[src/design/bap_div.sv]
// ----------------------------------------------------------------------------
// bap_div
// Restoring unsigned divider, one quotient bit per cycle.
// ----------------------------------------------------------------------------
`timescale 1ns / 1ps

module bap_div #(
    parameter int NUM_W = 10,
    parameter int DEN_W = 5
) (
    input  logic             aclk,
    input  logic             aresetn,
    input  logic             start,
    input  logic [NUM_W-1:0] num,
    input  logic [DEN_W-1:0] den,
    output logic             busy,
    output logic [NUM_W-1:0] quot
);

    localparam int CNT_W = $clog2(NUM_W + 1);

    logic             busy_reg,  busy_next;
    logic [CNT_W-1:0] cnt_reg,   cnt_next;
    logic [NUM_W-1:0] num_reg,   num_next;
    logic [DEN_W-1:0] rem_reg,   rem_next;
    logic [DEN_W-1:0] den_reg,   den_next;
    logic [DEN_W:0]   trial;
    logic [DEN_W:0]   diff;
    logic             ge;

    always_comb begin
        trial     = {rem_reg, num_reg[NUM_W-1]};
        diff      = trial - {1'b0, den_reg};
        ge        = trial >= {1'b0, den_reg};
        busy_next = busy_reg;
        cnt_next  = cnt_reg;
        num_next  = num_reg;
        rem_next  = rem_reg;
        den_next  = den_reg;
        if (start) begin
            busy_next = 1'b1;
            cnt_next  = CNT_W'(NUM_W);
            num_next  = num;
            rem_next  = '0;
            den_next  = den;
        end else if (busy_reg) begin
            // quotient bits shift in where numerator bits leave
            num_next = {num_reg[NUM_W-2:0], ge};
            rem_next = ge ? diff[DEN_W-1:0] : trial[DEN_W-1:0];
            cnt_next = cnt_reg - CNT_W'(1);
            if (cnt_reg == CNT_W'(1)) begin
                busy_next = 1'b0;
            end
        end
    end

    always_ff @(posedge aclk) begin
        if (!aresetn) begin
            busy_reg <= 1'b0;
            cnt_reg  <= '0;
        end else begin
            busy_reg <= busy_next;
            cnt_reg  <= cnt_next;
        end
        num_reg <= num_next;
        rem_reg <= rem_next;
        den_reg <= den_next;
    end

    assign busy = busy_reg;
    assign quot = num_reg;

endmodule

[config.mk]
export PLATFORM = sky130hd
export DESIGN_NAME = bap_div
export DESIGN_NICKNAME = d
export VERILOG_FILES = /design/src/design/bap_div.sv
export SDC_FILE = /design/constraint.sdc
export NUM_CORES = 1
export LEC_CHECK = 0
export BUFFER_PORTS_ARGS = -buffer_cell sky130_fd_sc_hd__clkbuf_2
export CORE_AREA = 2 2 51 53
export DETAILED_ROUTE_END_ITERATION = 8
export DIE_AREA = 0 0 53 55
export PLACE_DENSITY_LB_ADDON = 0.2
export SETUP_SLACK_MARGIN = 0.5
export SLEW_MARGIN = 20
export SYNTH_ARGS = -nofsm -noshare
export SYNTH_HDL_FRONTEND = slang
export SYNTH_SLANG_ARGS = --single-unit
[constraint.sdc]
create_clock -name aclk -period 4.8 [get_ports aclk]
set_input_delay 0.24 -clock aclk [delete_from_list [all_inputs] [get_ports aclk]]
set_output_delay 0.24 -clock aclk [all_outputs]
set_load 0.01 [all_outputs]
**After elaboration in Yosys (flattened, before gate mapping)**

Index checks and enable logic that the tools add are counted.

- Add/subtract/negate cells: 2
- Magnitude comparators: 1
- Eq/ne operators: 1
- Mux-type cells: 8
- Bitwise operators: 1
- Reduce and logical (&&, ||, !) cells: 2

Operators with widths:

| kind | number |
|---|---|
| $mux W10 | 2 |
| $mux W4 | 2 |
| $ge A6 B5 Y1 | 1 |
| $mux W5 | 1 |
| $sub A5 B5 Y5 | 1 |
| $eq A4 B1 Y1 const B | 1 |
| $sub A4 B1 Y4 const B | 1 |
| $mux W1 | 3 |
| $reduce_bool A2 Y1 | 1 |
| $reduce_or A2 Y1 | 1 |
| $not A1 Y1 | 1 |

- Bits in registers: 25
- Input bits: 18
- Output and inout port bits: 11
- Word-level logic and storage cells: 21

**Longest topological paths before layout**

- Word-level depth: 4
- Depth in mapped cells: 8
- Gate-level depth less buffers: 8

**Worst setup path after synthesis**

Ideal clock, no wire load.

- Path kind: register to register
- From: register num_reg[9], in the netlist quot[9]
- To: register rem_reg[4]
- Setup time: 117 ps
- Arrival: 2057 ps
- Required time: 4683 ps
- Path slack: 2625 ps
- Cell stages (with the launch flop): 9
- Buffers on the path: 0
- Period minus slack after synthesis: 2175 ps
- Cell sequence: edfxtp_1 > inv_1 > ha_1 > inv_1 > fa_1 > a21o_1 > o211a_1 > or3_1 > a32o_1

- Longest elaborated chain between the ends: 2
- Elaborated cells on any way between the ends: 3
- Classes of those cells: 1 x add/sub; 1 x order compare; 1 x mux

Ends and longest elaborated chain:

| item | RTL line | text |
|---|---|---|
| start: declaration | 24 | `logic [NUM_W-1:0] num_reg, num_next;` |
| start signal: assignment | 65 | `num_reg <= num_next;` |
| $sub A5 B5 Y5 or $ge A6 B5 Y1 (tied branches) | 33, 34 |  |
| $mux W5 * | 49 | `rem_next = ge ? diff[DEN_W-1:0] : trial[DEN_W-1:0];` |
| end signal: assignment | 66 | `rem_reg <= rem_next;` |
| end: declaration | 25 | `logic [DEN_W-1:0] rem_reg, rem_next;` |

Every way passes the cells marked *; elsewhere a longest branch is shown, timed or not.
A chain may end at the register's enable or synchronous reset.

**Worst setup path in the final report**

Same ends and word-level chain as after synthesis.

==> flow_metrics.env <==
export IMPL_status="finished, final reports clean"
export IMPL_postRouteAntennaNets=0
export IMPL_grt_max_degree=28
export IMPL_cts_sinks=25
export IMPL_vias=911
export IMPL_ys_warn_count=0
export IMPL_cp_top_family="compound AO/OA/AOI/OAI gates"
export IMPL_drc=0
export IMPL_dieArea_sq_mm=0.00292
export IMPL_maxSlewHeadroom_pct=61.5
export IMPL_globalRouteOverflowTotal=0
export IMPL_dp_cells=162
export IMPL_critPathCaptureType="flop"
export IMPL_syn_to_final_growth_pct=15.4
export IMPL_ys_flop_type="edfxtp_1"
export IMPL_finalNonFillerCells=166
export IMPL_drv_slew=0
export IMPL_synth_edff_count=15
export IMPL_cp_common_cell="inv_1"
export IMPL_grt_pass1_wl_microns=3820
export IMPL_synth_fp_nets=133
export IMPL_post_cts_buffers=0
export IMPL_cts_made_buffers=3
export IMPL_ys_seq_elements=25
export IMPL_grt_usage_pct=18.5
export IMPL_fin_nets=163
export IMPL_maxCapViolCount=0
export IMPL_final_setup_tns_ns=0
export IMPL_p_leak_nw=0.652
export IMPL_final_cell_mix="clkbuf_2, edfxtp_1, mux2_2, dfxtp_1, inv_1"
export IMPL_totalWireLength_microns=2270
export IMPL_gp_congestion=0.824
export IMPL_async_flop_share_pct=0
export IMPL_worst_pin_slew_ns=0.576
export IMPL_largest_reg_flops=10
export IMPL_drtIter0Drc=15
export IMPL_crit_required_ns=5.02
export IMPL_cts_htree_levels=1
export IMPL_hold_class="in -> reg"
export IMPL_post_route_period_util_pct=47.4
export IMPL_path_cells="inv_1 > ha_1 > inv_1 > fa_1 > a21o_1 > o211a_1 > or3_1 > a32o_1"
export IMPL_synth_area_leader_cell="edfxtp_1"
export IMPL_crit_type="reg -> reg"
export IMPL_avgSynthCellArea_sq_um=11.7
export IMPL_crit_buf_inv=2
export IMPL_clockBufferDepth=2
export IMPL_drt_first_pass_iters=4
export IMPL_grt_pass1_vias=928
export IMPL_cts_tree="yes"
export IMPL_cts_hold_buf=0
export IMPL_slowest_stage="edfxtp_1"
export IMPL_rsz0062_at_grt="no"
export IMPL_place_area_sq_mm=0.00142
export IMPL_drive_above_1_share_pct=32.4
export IMPL_wl_per_cell_microns=13.6
export IMPL_period_needed_ns=2.28
export IMPL_numPortBuffers=28
export IMPL_critPathMaxStageDelay_ns=0.42
export IMPL_final_util_pct=61.1
export IMPL_syn_area_sq_mm=0.00125
export IMPL_clockRootBuffer="clkbuf_4"
export IMPL_setup_violations=0
export IMPL_yosysUniqueCellTypes=37
export IMPL_clock_fmax_mhz=439
export IMPL_hpwl_microns=1720
export IMPL_antenna_found_initial=0
export IMPL_worstSkewPairLatency_ns=0.32
export IMPL_crit_fanout=4
export IMPL_initial_core_util_pct=53.0
export IMPL_clock_skew_ns=0.00328
export IMPL_crit_arrival_ns=2.50
export IMPL_worst_setup_path_start_kind="flop"
export IMPL_die_height_microns=55
export IMPL_synth_area_leaders="edfxtp_1, dfxtp_1, mux2_2, ha_1, xor2_1"
export IMPL_timing_rr_start="quot[9]$_DFFE_PP_"
export IMPL_hold_viol_final=0
export IMPL_synth_top_area_share_pct=36.0
export IMPL_pin_count=29
export IMPL_power_density_mw_per_mm2=320
export IMPL_via_per_inst=5.49
export IMPL_insertedDiodeCount=0
export IMPL_ir_drop_v=0.000222
export IMPL_clk_transition_reported_paths_ns=0.13
export IMPL_ys_seq_area_share_pct=51.9
export IMPL_fp_row_count=18
export IMPL_stdcell_area_sq_mm=0.00145
export IMPL_layout_commonest_cell="clkbuf_2"
export IMPL_die_x_microns=53
export IMPL_cp_startpoint="quot[9]$_DFFE_PP_"
export IMPL_synth_cells=107
export IMPL_cts_resized=0
export IMPL_core_area_sq_mm=0.00236
export IMPL_min_from="den[4]"
-- area by class of cell --
type / instances / area (sq um)
clock buffer: 4 / 26.3
inverter: 9 / 33.8
timing repair buffer: 28 / 140
sequential: 25 / 651
fill: 211 / 920
tap: 30 / 37.5
multi-input combinational: 70 / 557
-- Yosys cell counts, drive strengths merged (2+ instances only) --
cell type	number
nor2b	2
a311oi	2
xor2	4
o21a	2
nand2	8
nor2	8
dfxtp	10
a21oi	4
inv	9
edfxtp	15
clkbuf	2
mux2	10
ha	7
-- power by group --
part | switching [mW] | total (mW) | internal (mW) | leakage [nW]
combinational | 0.0542 | 0.104 | 0.0497 | 0.405
sequential | 0.0145 | 0.266 | 0.251 | 0.232
clock | 0.0605 | 0.0930 | 0.0325 | 0.0150
total | 0.129 | 0.463 | 0.333 | 0.652
-- worst register-to-register path, cell delays in order (launching register included) --
cell and delay [ns]:
edfxtp_1 0.42, inv_1 0.10, ha_1 0.17, inv_1 0.05, fa_1 0.39, a21o_1 0.20
o211a_1 0.24, or3_1 0.35, a32o_1 0.25
-- through the flow --
step	setup WS [ns]	total power [mW]	hold slack [ns]
2_1_floorplan	2.63	0.339	0.339
3_3_place_gp	2.65	0.370	0.418
3_5_place_dp	2.55	0.374	0.419
4_1_cts	2.54	0.468	0.0749
5_1_grt	2.45	0.486	0.0655
6_report	2.52	0.463	0.0876
-- logic make-up after synthesis --
kind of cell	synth area share (%)
adders and majority gates	8.59
DFF	51.9
muxes	9.79
AOI/OAI and AO/OA	10.2
xor gates and xnor gates	3.50
buffers and inverters	3.60
and+or+nand+nor	12.4
-- path summary, 6_finish.rpt --
check | slack, ns | endpoint | cells after the start
worst max register to register | 2.52 | rem_reg[4]$_SDFFE_PP0P_ | 8
worst max-delay path | 2.52 | rem_reg[4]$_SDFFE_PP0P_ | 8
worst min-delay path | 0.09 | den_reg[4]$_DFFE_PP_ | 1
worst min register to register | 0.52 | rem_reg[1]$_SDFFE_PP0P_ | 2
-- routing by layer --
layer | wire (microns) | vias to the layer above | share of wire, % | GRT usage [%]
met1 | 1010 | 440 | 44 | 20.0
met4 | 40 | 0 | 1.8 | 8.97
met5 | 0 | - | 0 | 0
met3 | 80 | 5 | 3.5 | 3.49
met2 | 1140 | 23 | 50 | 34.8
li1 | - | 443 | - | -
No activity file was read; power rests on OpenSTA's default activity.
